`config.mk`:
```
export PLATFORM = sky130hd
export DESIGN_NAME = gcode_line_tokenizer_dispatch_flat
export DESIGN_NICKNAME = d
export VERILOG_FILES = /design/src/rtl/gltd_pkg.sv /design/src/rtl/gltd_if.sv /design/src/rtl/gltd_fifo.sv /design/src/rtl/gltd_front.sv /design/src/rtl/gltd_back.sv /design/src/rtl/gcode_line_tokenizer_dispatch.sv /design/src/flat_wrapper.sv
export SDC_FILE = /design/constraint.sdc
export NUM_CORES = 2
export LEC_CHECK = 0
export BUFFER_PORTS_ARGS = -buffer_cell sky130_fd_sc_hd__clkbuf_2
export CAP_MARGIN = 25
export CORE_MARGIN = 4
export CORE_UTILIZATION = 45
export CTS_CLUSTER_SIZE = 30
export DETAILED_ROUTE_END_ITERATION = 6
export PLACE_DENSITY = 0.75
export SYNTH_ARGS = -nofsm -noshare
export SYNTH_HDL_FRONTEND = slang
export SYNTH_SLANG_ARGS = --single-unit
```
`constraint.sdc`:
```
create_clock -name clk_i -period 7.3 [get_ports clk_i]
set_input_delay 0.365 -clock clk_i [delete_from_list [all_inputs] [get_ports clk_i]]
set_output_delay 0.365 -clock clk_i [all_outputs]
set_load 0.02 [all_outputs]
```
`src/rtl/gltd_pkg.sv`:
```
// Shared types and constants of the G-code line tokenizer and dispatcher.
package gltd_pkg;

  localparam int MAX_TOKEN_CHARS = 14;
  localparam int MAX_TOKENS      = 5;

  localparam int TOK_W = $clog2(MAX_TOKENS);
  localparam int CHR_W = $clog2(MAX_TOKEN_CHARS + 1);

  localparam int FIFO_DEPTH = 4;
  localparam int PTR_W      = $clog2(FIFO_DEPTH);
  localparam int CNT_W      = $clog2(FIFO_DEPTH + 1);

  localparam int CFG_IDX_W  = 1;
  localparam int CFG_DATA_W = 16;

  localparam logic [15:0] STEPS_TENTHS_RESET = 16'd2267;
  localparam logic [15:0] STEP_PERIOD_RESET  = 16'd1200;

  typedef enum logic [CFG_IDX_W-1:0] {
    CFG_STEPS  = 1'b0,
    CFG_PERIOD = 1'b1
  } cfg_idx_e;

  typedef enum logic [1:0] {
    KIND_STATUS = 2'd0,
    KIND_MOVE   = 2'd1,
    KIND_REPORT = 2'd2
  } kind_e;

  typedef enum logic [1:0] {
    ST_OK       = 2'd0,
    ST_UNKNOWN  = 2'd1,
    ST_NOT_IMPL = 2'd2
  } status_e;

  // What the back end has to do for one dispatched line or error.
  typedef enum logic [2:0] {
    OP_ONE,     // a single status result
    OP_PAIR,    // a status result, then ok
    OP_REPORT,  // a limit switch report, then ok
    OP_MOVE,    // an X move request, then ok
    OP_TOGGLE   // flip the direction flag, no result
  } op_e;

  // States of the dispatch back end.
  typedef enum logic [2:0] {
    BK_IDLE,
    BK_MUL,
    BK_DIV,
    BK_FIRST,
    BK_SECOND
  } bk_state_e;

  typedef struct packed {
    op_e         op;
    status_e     status;
    logic        mn;
    logic        mx;
    logic [15:0] number;
  } cmd_t;

endpackage

```
`src/rtl/gltd_if.sv`:
```
// Valid/ready channel interfaces for command bytes and result beats.
interface gltd_in_if;
  logic       valid;
  logic       ready;
  logic [7:0] rx_byte;
  logic       min_limit;
  logic       max_limit;

  modport source (output valid, rx_byte, min_limit, max_limit, input ready);
  modport sink (input valid, rx_byte, min_limit, max_limit, output ready);
  modport monitor (input valid, ready, rx_byte, min_limit, max_limit);
endinterface

interface gltd_out_if;
  logic        valid;
  logic        ready;
  logic [1:0]  kind;
  logic [1:0]  status;
  logic [28:0] step_count;
  logic [15:0] step_period;
  logic        dir_level;
  logic        min_level;
  logic        max_level;
  logic        last;

  modport source (output valid, kind, status, step_count, step_period, dir_level,
                  min_level, max_level, last, input ready);
  modport sink (input valid, kind, status, step_count, step_period, dir_level,
                min_level, max_level, last, output ready);
  modport monitor (input valid, ready, kind, status, step_count, step_period, dir_level,
                   min_level, max_level, last);
endinterface

```
`src/rtl/gltd_fifo.sv`:
```
// Small command queue between the tokenizer front end and the dispatch back end.
module gltd_fifo (
  input  logic           clk_i,
  input  logic           rst_ni,
  input  logic           push_i,
  input  gltd_pkg::cmd_t data_i,
  input  logic           pop_i,
  output gltd_pkg::cmd_t data_o,
  output logic           full_o,
  output logic           empty_o
);
  import gltd_pkg::*;

  cmd_t             mem_q [FIFO_DEPTH];
  logic [PTR_W-1:0] wr_ptr_q, wr_ptr_d;
  logic [PTR_W-1:0] rd_ptr_q, rd_ptr_d;
  logic [CNT_W-1:0] cnt_q, cnt_d;
  logic             do_push, do_pop;

  assign full_o  = (cnt_q == CNT_W'(FIFO_DEPTH));
  assign empty_o = (cnt_q == '0);
  assign data_o  = mem_q[rd_ptr_q];
  assign do_push = push_i && !full_o;
  assign do_pop  = pop_i && !empty_o;

  always_comb begin
    wr_ptr_d = wr_ptr_q;
    rd_ptr_d = rd_ptr_q;
    cnt_d    = cnt_q;
    if (do_push) begin
      wr_ptr_d = (wr_ptr_q == PTR_W'(FIFO_DEPTH - 1)) ? '0 : wr_ptr_q + 1'b1;
    end
    if (do_pop) begin
      rd_ptr_d = (rd_ptr_q == PTR_W'(FIFO_DEPTH - 1)) ? '0 : rd_ptr_q + 1'b1;
    end
    if (do_push && !do_pop) begin
      cnt_d = cnt_q + 1'b1;
    end else if (do_pop && !do_push) begin
      cnt_d = cnt_q - 1'b1;
    end
  end

  always_ff @(posedge clk_i or negedge rst_ni) begin
    if (!rst_ni) begin
      wr_ptr_q <= '0;
      rd_ptr_q <= '0;
      cnt_q    <= '0;
    end else begin
      wr_ptr_q <= wr_ptr_d;
      rd_ptr_q <= rd_ptr_d;
      cnt_q    <= cnt_d;
    end
  end

  always_ff @(posedge clk_i) begin
    if (do_push) begin
      mem_q[wr_ptr_q] <= data_i;
    end
  end

endmodule

```
`src/rtl/gltd_front.sv`:
```
// Tokenizer front end: splits bytes into tokens and classifies each line.
module gltd_front (
  input  logic           clk_i,
  input  logic           rst_ni,
  gltd_in_if.sink        rx,
  input  logic           q_full_i,
  output logic           push_o,
  output gltd_pkg::cmd_t cmd_o
);
  import gltd_pkg::*;

  localparam logic [7:0] ASCII_LF = 8'd10;
  localparam logic [7:0] ASCII_SP = 8'd32;
  localparam logic [7:0] ASCII_0  = 8'd48;
  localparam logic [7:0] ASCII_9  = 8'd57;
  localparam logic [7:0] ASCII_LA = 8'd97;
  localparam logic [7:0] ASCII_LZ = 8'd122;
  localparam logic [7:0] CHR_G    = 8'd71;
  localparam logic [7:0] CHR_M    = 8'd77;
  localparam logic [7:0] CHR_X    = 8'd88;
  localparam logic [7:0] CHR_Y    = 8'd89;
  localparam logic [7:0] CHR_Z    = 8'd90;
  localparam logic [15:0] NUM_MAX  = 16'd65535;
  localparam logic [15:0] CODE_0   = 16'd0;
  localparam logic [15:0] CODE_1   = 16'd1;
  localparam logic [15:0] CODE_2   = 16'd2;
  localparam logic [15:0] CODE_3   = 16'd3;
  localparam logic [15:0] CODE_4   = 16'd4;
  localparam logic [15:0] CODE_28  = 16'd28;

  localparam cmd_t CMD_UNKNOWN = '{op: OP_ONE, status: ST_UNKNOWN, mn: 1'b0, mx: 1'b0,
                                   number: 16'd0};

  logic [TOK_W-1:0] tok_q, tok_d;
  logic [CHR_W-1:0] chr_q, chr_d;
  logic [7:0]       code_letter_q, code_letter_d;
  logic [15:0]      code_num_q, code_num_d;
  logic             code_done_q, code_done_d;
  logic [7:0]       axis_letter_q, axis_letter_d;
  logic [15:0]      axis_num_q, axis_num_d;
  logic             axis_done_q, axis_done_d;
  logic             fire;
  logic             line_clear;

  // Returns {done, number} after one more character of a token.
  function automatic logic [16:0] add_digit(logic [15:0] num, logic done, logic [7:0] c);
    logic [19:0] v;
    logic [16:0] r;
    r = {done, num};
    v = ({4'b0, num} * 20'd10) + {16'b0, c[3:0]};
    if (!done) begin
      if (c >= ASCII_0 && c <= ASCII_9) begin
        r = {1'b0, (v > {4'b0, NUM_MAX}) ? NUM_MAX : v[15:0]};
      end else begin
        r = {1'b1, num};
      end
    end
    return r;
  endfunction

  function automatic logic [7:0] to_upper(logic [7:0] c);
    return (c >= ASCII_LA && c <= ASCII_LZ) ? c - 8'd32 : c;
  endfunction

  function automatic cmd_t classify(logic [7:0] letter, logic [15:0] code,
                                    logic [7:0] axis, logic [15:0] axis_num,
                                    logic mn, logic mx);
    cmd_t       c;
    logic [7:0] l;
    logic [7:0] a;
    c = CMD_UNKNOWN;
    l = to_upper(letter);
    a = to_upper(axis);
    if (l == CHR_M) begin
      if (code == CODE_1) begin
        c.op = OP_REPORT;
        c.mn = mn;
        c.mx = mx;
      end else if (code != CODE_0) begin
        c.op = OP_PAIR;
      end else begin
        c.status = ST_OK;
      end
    end else if (l == CHR_G) begin
      if (code == CODE_0) begin
        if (a == CHR_X) begin
          c.op     = OP_MOVE;
          c.number = axis_num;
        end else if (a == CHR_Y || a == CHR_Z) begin
          c.status = ST_OK;
        end else begin
          c.op = OP_PAIR;
        end
      end else if (code == CODE_1 || code == CODE_2 || code == CODE_3 || code == CODE_28) begin
        c.status = ST_NOT_IMPL;
      end else if (code == CODE_4) begin
        c.op = OP_TOGGLE;
      end
    end
    return c;
  endfunction

  // Every byte may push one command, so a full queue holds off the sender.
  assign rx.ready = !q_full_i;
  assign fire     = rx.valid && rx.ready;

  always_comb begin
    tok_d         = tok_q;
    chr_d         = chr_q;
    code_letter_d = code_letter_q;
    code_num_d    = code_num_q;
    code_done_d   = code_done_q;
    axis_letter_d = axis_letter_q;
    axis_num_d    = axis_num_q;
    axis_done_d   = axis_done_q;
    push_o        = 1'b0;
    cmd_o         = CMD_UNKNOWN;
    line_clear    = 1'b0;
    if (fire) begin
      if (rx.rx_byte == ASCII_LF) begin
        push_o     = 1'b1;
        cmd_o      = classify(code_letter_q, code_num_q, axis_letter_q, axis_num_q,
                              rx.min_limit, rx.max_limit);
        line_clear = 1'b1;
      end else if (rx.rx_byte == ASCII_SP) begin
        if (({1'b0, tok_q} + 1'b1) >= (TOK_W + 1)'(MAX_TOKENS)) begin
          push_o     = 1'b1;
          line_clear = 1'b1;
        end else begin
          tok_d = tok_q + 1'b1;
          chr_d = '0;
        end
      end else begin
        if (chr_q >= CHR_W'(MAX_TOKEN_CHARS)) begin
          push_o     = 1'b1;
          line_clear = 1'b1;
        end else begin
          if (tok_q == '0) begin
            if (chr_q == '0) begin
              code_letter_d = rx.rx_byte;
            end else begin
              {code_done_d, code_num_d} = add_digit(code_num_q, code_done_q, rx.rx_byte);
            end
          end else if (tok_q == TOK_W'(1)) begin
            if (chr_q == '0) begin
              axis_letter_d = rx.rx_byte;
            end else begin
              {axis_done_d, axis_num_d} = add_digit(axis_num_q, axis_done_q, rx.rx_byte);
            end
          end
          chr_d = chr_q + 1'b1;
        end
      end
      if (line_clear) begin
        tok_d         = '0;
        chr_d         = '0;
        code_letter_d = '0;
        code_num_d    = '0;
        code_done_d   = 1'b0;
        axis_letter_d = '0;
        axis_num_d    = '0;
        axis_done_d   = 1'b0;
      end
    end
  end

  always_ff @(posedge clk_i or negedge rst_ni) begin
    if (!rst_ni) begin
      tok_q         <= '0;
      chr_q         <= '0;
      code_letter_q <= '0;
      code_num_q    <= '0;
      code_done_q   <= 1'b0;
      axis_letter_q <= '0;
      axis_num_q    <= '0;
      axis_done_q   <= 1'b0;
    end else begin
      tok_q         <= tok_d;
      chr_q         <= chr_d;
      code_letter_q <= code_letter_d;
      code_num_q    <= code_num_d;
      code_done_q   <= code_done_d;
      axis_letter_q <= axis_letter_d;
      axis_num_q    <= axis_num_d;
      axis_done_q   <= axis_done_d;
    end
  end

endmodule

```
`src/rtl/gltd_back.sv`:
```
// Dispatch back end: turns queued commands into result beats.
module gltd_back (
  input  logic           clk_i,
  input  logic           rst_ni,
  input  logic           q_empty_i,
  input  gltd_pkg::cmd_t q_head_i,
  output logic           pop_o,
  input  logic [15:0]    steps_tenths_i,
  input  logic [15:0]    step_period_i,
  gltd_out_if.source     res
);
  import gltd_pkg::*;

  // ceil(2^35 / 10): floor(p / 10) == (p * RECIP_10) >> 35 for any 32-bit p.
  localparam logic [31:0] RECIP_10 = 32'hCCCC_CCCD;

  bk_state_e   state_q, state_d;
  cmd_t        cmd_q, cmd_d;
  logic        dir_q, dir_d;
  logic [31:0] prod_q;
  logic [28:0] steps_q;
  logic [63:0] quot_full;
  logic        out_valid_q, out_valid_d;
  logic        out_free;
  logic        load;
  kind_e       kind_q, kind_d;
  status_e     status_q, status_d;
  logic [28:0] count_q, count_d;
  logic [15:0] period_q, period_d;
  logic        dlev_q, dlev_d;
  logic        mn_q, mn_d;
  logic        mx_q, mx_d;
  logic        last_q, last_d;

  assign out_free  = !out_valid_q || res.ready;
  assign quot_full = 64'(prod_q) * 64'(RECIP_10);

  always_comb begin
    state_d  = state_q;
    cmd_d    = cmd_q;
    dir_d    = dir_q;
    pop_o    = 1'b0;
    load     = 1'b0;
    kind_d   = KIND_STATUS;
    status_d = ST_OK;
    count_d  = '0;
    period_d = '0;
    mn_d     = 1'b0;
    mx_d     = 1'b0;
    last_d   = 1'b1;
    case (state_q)
      BK_IDLE: begin
        if (!q_empty_i) begin
          pop_o = 1'b1;
          cmd_d = q_head_i;
          case (q_head_i.op)
            OP_TOGGLE: dir_d   = ~dir_q;
            OP_MOVE:   state_d = BK_MUL;
            default:   state_d = BK_FIRST;
          endcase
        end
      end
      BK_MUL: state_d = BK_DIV;
      BK_DIV: state_d = BK_FIRST;
      BK_FIRST: begin
        if (out_free) begin
          load   = 1'b1;
          last_d = (cmd_q.op == OP_ONE);
          case (cmd_q.op)
            OP_REPORT: begin
              kind_d = KIND_REPORT;
              mn_d   = cmd_q.mn;
              mx_d   = cmd_q.mx;
            end
            OP_MOVE: begin
              kind_d   = KIND_MOVE;
              count_d  = steps_q;
              period_d = step_period_i;
            end
            default: status_d = cmd_q.status;
          endcase
          state_d = (cmd_q.op == OP_ONE) ? BK_IDLE : BK_SECOND;
        end
      end
      BK_SECOND: begin
        if (out_free) begin
          load    = 1'b1;
          state_d = BK_IDLE;
        end
      end
      default: state_d = BK_IDLE;
    endcase
  end

  always_comb begin
    out_valid_d = out_valid_q;
    if (load) begin
      out_valid_d = 1'b1;
    end else if (res.ready) begin
      out_valid_d = 1'b0;
    end
  end

  assign dlev_d = dir_q;

  always_ff @(posedge clk_i or negedge rst_ni) begin
    if (!rst_ni) begin
      state_q     <= BK_IDLE;
      dir_q       <= 1'b1;
      out_valid_q <= 1'b0;
    end else begin
      state_q     <= state_d;
      dir_q       <= dir_d;
      out_valid_q <= out_valid_d;
    end
  end

  always_ff @(posedge clk_i) begin
    cmd_q <= cmd_d;
    if (state_q == BK_MUL) begin
      prod_q <= 32'(cmd_q.number) * 32'(steps_tenths_i);
    end
    if (state_q == BK_DIV) begin
      steps_q <= quot_full[63:35];
    end
    if (load) begin
      kind_q   <= kind_d;
      status_q <= status_d;
      count_q  <= count_d;
      period_q <= period_d;
      dlev_q   <= dlev_d;
      mn_q     <= mn_d;
      mx_q     <= mx_d;
      last_q   <= last_d;
    end
  end

  assign res.valid       = out_valid_q;
  assign res.kind        = kind_q;
  assign res.status      = status_q;
  assign res.step_count  = count_q;
  assign res.step_period = period_q;
  assign res.dir_level   = dlev_q;
  assign res.min_level   = mn_q;
  assign res.max_level   = mx_q;
  assign res.last        = last_q;

endmodule

```
`src/rtl/gcode_line_tokenizer_dispatch.sv`:
```
// Top level of the G-code line tokenizer and dispatcher.
// Throughput: one byte beat per cycle while the four-entry command queue has room.
// Results of a line pass through the command queue, the back-end state register and
//   the output register; a move request also passes the registered multiply and
//   reciprocal divide in the back end. The back end takes a new command only from idle,
//   and the second result is loaded once the output register is free.
// Reset (rst_ni low, asynchronous) clears the line state, empties the queue, sets the
//   direction flag and loads the configuration registers with their defaults.
module gcode_line_tokenizer_dispatch (
  input  logic                           clk_i,
  input  logic                           rst_ni,
  gltd_in_if.sink                        rx_i,
  gltd_out_if.source                     res_o,
  input  logic                           cfg_we_i,
  input  logic [gltd_pkg::CFG_IDX_W-1:0]  cfg_idx_i,
  input  logic [gltd_pkg::CFG_DATA_W-1:0] cfg_data_i
);
  import gltd_pkg::*;

  // Configuration registers. The user must write them only while the block is idle; the
  // block does not enforce this. The back end reads them directly without any shadowing.
  logic [15:0] steps_tenths_q, steps_tenths_d;
  logic [15:0] step_period_q, step_period_d;

  // Command queue between the front and back ends.
  logic push;
  logic pop;
  logic q_full;
  logic q_empty;
  cmd_t push_cmd;
  cmd_t head_cmd;

  always_comb begin
    steps_tenths_d = steps_tenths_q;
    step_period_d  = step_period_q;
    if (cfg_we_i) begin
      case (cfg_idx_i)
        CFG_STEPS:  steps_tenths_d = cfg_data_i;
        CFG_PERIOD: step_period_d  = cfg_data_i;
        default: ;
      endcase
    end
  end

  always_ff @(posedge clk_i or negedge rst_ni) begin
    if (!rst_ni) begin
      steps_tenths_q <= STEPS_TENTHS_RESET;
      step_period_q  <= STEP_PERIOD_RESET;
    end else begin
      steps_tenths_q <= steps_tenths_d;
      step_period_q  <= step_period_d;
    end
  end

  // The front end consumes a byte beat in the cycle it arrives whenever the
  // queue has room. It only pushes a command at a newline or when a line
  // overflows, but it holds off every byte while the queue is full.
  gltd_front u_front (
    .clk_i    (clk_i),
    .rst_ni   (rst_ni),
    .rx       (rx_i),
    .q_full_i (q_full),
    .push_o   (push),
    .cmd_o    (push_cmd)
  );

  gltd_fifo u_fifo (
    .clk_i   (clk_i),
    .rst_ni  (rst_ni),
    .push_i  (push),
    .data_i  (push_cmd),
    .pop_i   (pop),
    .data_o  (head_cmd),
    .full_o  (q_full),
    .empty_o (q_empty)
  );

  // The back end pops one command at a time, owns the direction flag so that
  // toggles stay in line order with the results, and drives an output
  // register that lets it prepare the next command while the last result beat is stalled.
  gltd_back u_back (
    .clk_i          (clk_i),
    .rst_ni         (rst_ni),
    .q_empty_i      (q_empty),
    .q_head_i       (head_cmd),
    .pop_o          (pop),
    .steps_tenths_i (steps_tenths_q),
    .step_period_i  (step_period_q),
    .res            (res_o)
  );

endmodule

```
`src/flat_wrapper.sv`:
```
// flat-port wrapper written by rule: the top's interface ports become plain ports
module gcode_line_tokenizer_dispatch_flat import gltd_pkg::*;
  (clk_i, rst_ni, cfg_we_i, cfg_idx_i, cfg_data_i, rx_i_valid, rx_i_rx_byte, rx_i_min_limit, rx_i_max_limit, rx_i_ready, res_o_valid, res_o_kind, res_o_status, res_o_step_count, res_o_step_period, res_o_dir_level, res_o_min_level, res_o_max_level, res_o_last, res_o_ready);
  gltd_in_if rx_i_i ();
  gltd_out_if res_o_i ();
  input  logic clk_i;
  input  logic rst_ni;
  input  logic cfg_we_i;
  input  logic [gltd_pkg::CFG_IDX_W-1:0] cfg_idx_i;
  input  logic [gltd_pkg::CFG_DATA_W-1:0] cfg_data_i;
  input wire logic [$bits(rx_i_i.valid)-1:0] rx_i_valid;
  input wire logic [$bits(rx_i_i.rx_byte)-1:0] rx_i_rx_byte;
  input wire logic [$bits(rx_i_i.min_limit)-1:0] rx_i_min_limit;
  input wire logic [$bits(rx_i_i.max_limit)-1:0] rx_i_max_limit;
  output wire logic [$bits(rx_i_i.ready)-1:0] rx_i_ready;
  output wire logic [$bits(res_o_i.valid)-1:0] res_o_valid;
  output wire logic [$bits(res_o_i.kind)-1:0] res_o_kind;
  output wire logic [$bits(res_o_i.status)-1:0] res_o_status;
  output wire logic [$bits(res_o_i.step_count)-1:0] res_o_step_count;
  output wire logic [$bits(res_o_i.step_period)-1:0] res_o_step_period;
  output wire logic [$bits(res_o_i.dir_level)-1:0] res_o_dir_level;
  output wire logic [$bits(res_o_i.min_level)-1:0] res_o_min_level;
  output wire logic [$bits(res_o_i.max_level)-1:0] res_o_max_level;
  output wire logic [$bits(res_o_i.last)-1:0] res_o_last;
  input wire logic [$bits(res_o_i.ready)-1:0] res_o_ready;
  assign rx_i_i.valid = rx_i_valid;
  assign rx_i_i.rx_byte = rx_i_rx_byte;
  assign rx_i_i.min_limit = rx_i_min_limit;
  assign rx_i_i.max_limit = rx_i_max_limit;
  assign rx_i_ready = rx_i_i.ready;
  assign res_o_valid = res_o_i.valid;
  assign res_o_kind = res_o_i.kind;
  assign res_o_status = res_o_i.status;
  assign res_o_step_count = res_o_i.step_count;
  assign res_o_step_period = res_o_i.step_period;
  assign res_o_dir_level = res_o_i.dir_level;
  assign res_o_min_level = res_o_i.min_level;
  assign res_o_max_level = res_o_i.max_level;
  assign res_o_last = res_o_i.last;
  assign res_o_i.ready = res_o_ready;
  gcode_line_tokenizer_dispatch u_core (.clk_i(clk_i), .rst_ni(rst_ni), .rx_i(rx_i_i), .res_o(res_o_i), .cfg_we_i(cfg_we_i), .cfg_idx_i(cfg_idx_i), .cfg_data_i(cfg_data_i));
endmodule
```
==> impl_results.md <==
* Status: finished, final reports clean
* Register-to-Register Setup Slack at 0.20 ns
* FF+latch count, synth at between 300 and 400
* Chip height at 305 um
* Largest net degree at the start of global routing at 55
* Vias in the first global route at about 29000
* TritonRoute pass-1 iters at 7
* Bufs and invs on worst path at 4
* Antenna Nets Post-Route at 0
* Final Skew at 0.0192 ns
* Mapped Area at 0.0397 mm2
* Row cnt at 108
* Register area share after synthesis at 0.237
* Core Footprint at 0.0872 mm2
* Fmax at between 0.1 and 0.15 GHz
* Final Max Slew Viols at 0
* Largest delay contributor family on the critical path: adder cells
* Fin crit period at 7.10 ns
* Fin crit share at 0.972
* Total track usage at 0.207
* CP Capture Type: flip-flop
* Max Root-Sink Buffers at 3
* CP Max Fanout at 4
* Min-delay src: cfg_data_i[6]
* Min-Delay Endpoint: u_core.step_period_q[6]
* Routability cong. at 0.984
* Slew margin rel. at 0.378
* Syn Area/Cell at 10.9 um2
* HPWL after detailed placement at 80400 um
* CTS H-tree depth at 2
* Post-synth EDFFs at around 230
* WS Path Type: reg2reg
* Number of vias per cell at 5.27
* WP data required at about 7.6 ns
* Top cell by count, worst path: fa_1
* Synth cell types at 88
* Critical path origin: u_core.u_back.prod_q[18]
* WL per Instance at 18.7 um
* Worst Max-Slew Pin Slew at 0.926 ns
* Initial antenna violation count at 2
* Max-Cap Viols at 0
* RSZ-0062 raised after global routing: yes
* Die W at 305 um
* Total grt overflow at 0
* Warnings, synthesis at 0
* Fin nets at roughly 5000
* Design Area, Final at 0.0441 mm2
* First-pass GRT wire length at 153000 um
* DR DRC count at 0
* Critical Path AT at 7.41 ns
* Area of the multi-input gates at between 0.02 and 0.03 mm2
* CTS Sinks at 330
* Commonest non-fill, non-tap cells in the layout: inv_1 (782), fa_1 (585), ha_1 (518), nand2_1 (277), edfxtp_1 (229)
* Clk_lat worst skew at just under 0.6 ns
* Final Hold Vio Count at 0
* R2R depth at 22
* Final Setup Violations at 0
* Top Ports at 87
* Fillers at 7596
* Inserted Clock Buffers at 37
* Syn_nets at approximately 4800
* Pre-CTS setup slack at ~0.033 ns
* PortBufs at 86
* Reg area at approximately 0.0094 mm2
* Die area at 0.0931 mm2
* FF-to-FF End: u_core.u_back.steps_q[22]
* Layout cells sized above 1 at 0.119
* Synth async-reset ratio at 0.306
* Clock-pin slew on the worst setup and hold paths at 0.07 ns
* WL final at between 90000 and 100000 um
* Synth Instances at approximately 3700
* Crit path cell chain: ha_4 > buf_4 > ha_1 > fa_1 > inv_1 > fa_1 > inv_1 > fa_1 > fa_1 > fa_1 > fa_1 > ha_1 > a21oi_1 > o21ai_1 > a211o_1 > o311a_4 > buf_4 > o31a_1 > o21ai_4 > nor3_1 > or2_2 > xnor2_1
* Vias at approximately 27000
* P&R area growth vs syn at 11.0%
* Slowest cell on crit path: fa_1
* Final worst slack at 0.205 ns
* Starting Density at 0.456
* Most common library cell in the layout ignoring fill and taps: inv_1
* Critical path launch point type: flip-flop
* Root Driver: clkbuf_16
* Min-delay worst type: in2reg
* Most used flip-flop cell after synthesis: edfxtp_1
* WHS Path Cells at 2
* CTS tree: yes
* Worst r2r src: u_core.u_back.prod_q[18]
* Placed Area at 0.0426 mm2
* Max stage delay on crit path at 0.56 ns
* Initial DRC count at ~1800
[cell type report]
| type | count | area share |
|---|---|---|
| diodes | 1 | 0.0000568 |
| clock buffers | 49 | 0.0232 |
| clock inverters | 19 | 0.00443 |
| inverters | 782 | 0.0666 |
| multi-input cells | 2464 | 0.617 |
| flip-flops and latches | 330 | 0.214 |
| well taps | 1155 | 0.0328 |
| repair buffers | 279 | 0.0427 |
[timing repair]
item	in CTS	in global routing
endpoints found under the setup margin	0	13
buffers inserted	0	13
hold endpoints to repair	47	0
resized for setup	0	19
hold buffers	1	0
[stage by stage]
| step | TNS [ns] | instances | util | hold slack, ns |
|---|---|---|---|---|
| 2_1_floorplan | 0 | 3656 | - | 0.0694 |
| 3_3_place_gp | 0 | 4994 | 0.489 | 0.433 |
| 3_5_place_dp | 0 | 4996 | 0.489 | 0.435 |
| 4_1_cts | 0 | 5065 | 0.503 | 0.0249 |
| 5_1_grt | -0.0141 | 5078 | 0.506 | 0.0346 |
| 6_report | 0 | 5079 | 0.506 | 0.0489 |
[synthesized netlist by cell type, types with 5 or more instances]
cell type  number  area [um2]
inv_1         782        2940
fa_1          585       11700
ha_1          525        6570
nand2_1       277        1040
edfxtp_1      229        6880
and2_1        189        1180
a21oi_1        96         480
nor2_1         96         360
dfrtp_1        89        2230
xnor2_1        84         736
o21ai_0        74         370
clkbuf_1       70         263
xor2_1         65         569
a21o_1         53         398
mux2_2         39         439
nor3_1         30         150
nand3_1        28         140
a221o_1        23         230
mux4_2         23         518
nand4_1        21         131
and3_1         20         125
nor2b_1        19         119
a211oi_1       12        90.1
dfstp_2        12         315
nand2b_1       12        75.1
o21a_1         12        90.1
a31oi_1        11        68.8
nor3b_1        11        82.6
a221o_2        10         113
nor4_1         10        62.6
o211ai_1        9        67.6
o22ai_1         9        56.3
o31ai_1         9        67.6
o21bai_1        7        52.6
or2_2           6        37.5
a221oi_1        5        43.8
o2111ai_1       5        43.8
[flip-flops by register name, summed over array words and instances, names as in the netlist, 3 cells and up]
signal,cells
u_core.u_front.chr_q,4
u_core.u_back.steps_q,29
u_core.u_front.axis_num_q,16
u_core.steps_tenths_q,16
u_core.u_fifo.mem_q,92
u_core.u_back.prod_q,32
u_core.u_back.res.step_period,16
u_core.u_front.code_num_q,16
u_core.u_front.code_letter_q,8
u_core.u_front.axis_letter_q,8
u_core.u_front.tok_q,3
u_core.u_back.state_q,3
u_core.u_fifo.cnt_q,3
u_core.step_period_q,16
u_core.u_back.res.step_count,29
u_core.u_back.cmd_q,23
[worst reg2reg max path: cells and delay by family, from the launching register on]
kind | cells | cell delay, ns
AND/OR/NAND/NOR | 2 | 0.37
XOR/XNOR | 1 | 0.14
buffers and inverters | 4 | 0.41
flip-flops | 1 | 0.51
AO/OA/AOI/OAI | 6 | 1.48
adder cells (fa/ha/maj) | 9 | 3.93
[metal layers]
layer / up-vias / global-route usage / routed length, um
met5: - / 0 / 13
met3: 173 / 0.0338 / 5700
met1: 13500 / 0.267 / 39400
met2: 735 / 0.355 / 46400
li1: 12300 / - / -
met4: 2 / 0.0718 / 3480
[cell families after synthesis]
group | synth area share
xor gates and xnor gates | 0.0328
adders and majority gates | 0.460
muxes | 0.0248
AOI/OAI and AO/OA | 0.0681
and+or+nand+nor | 0.0949
buffers and inverters | 0.0821
DFF | 0.237
[worst max path at each step]
stage,to,slack [ns],cells after the start
2_1_floorplan,u_core.u_back.steps_q[27],0.33,24
3_3_place_gp,u_core.u_back.steps_q[26],0.16,25
3_5_place_dp,u_core.u_back.steps_q[26],0.03,24
4_1_cts,u_core.u_back.steps_q[22],0.01,24
5_1_grt,u_core.u_back.steps_q[27],-0.01,26
6_report,u_core.u_back.steps_q[22],0.20,22
Power is left out: the tool's default activity adds up to more than one toggle a clock period on the data nets, which glitch-free logic cannot reach.
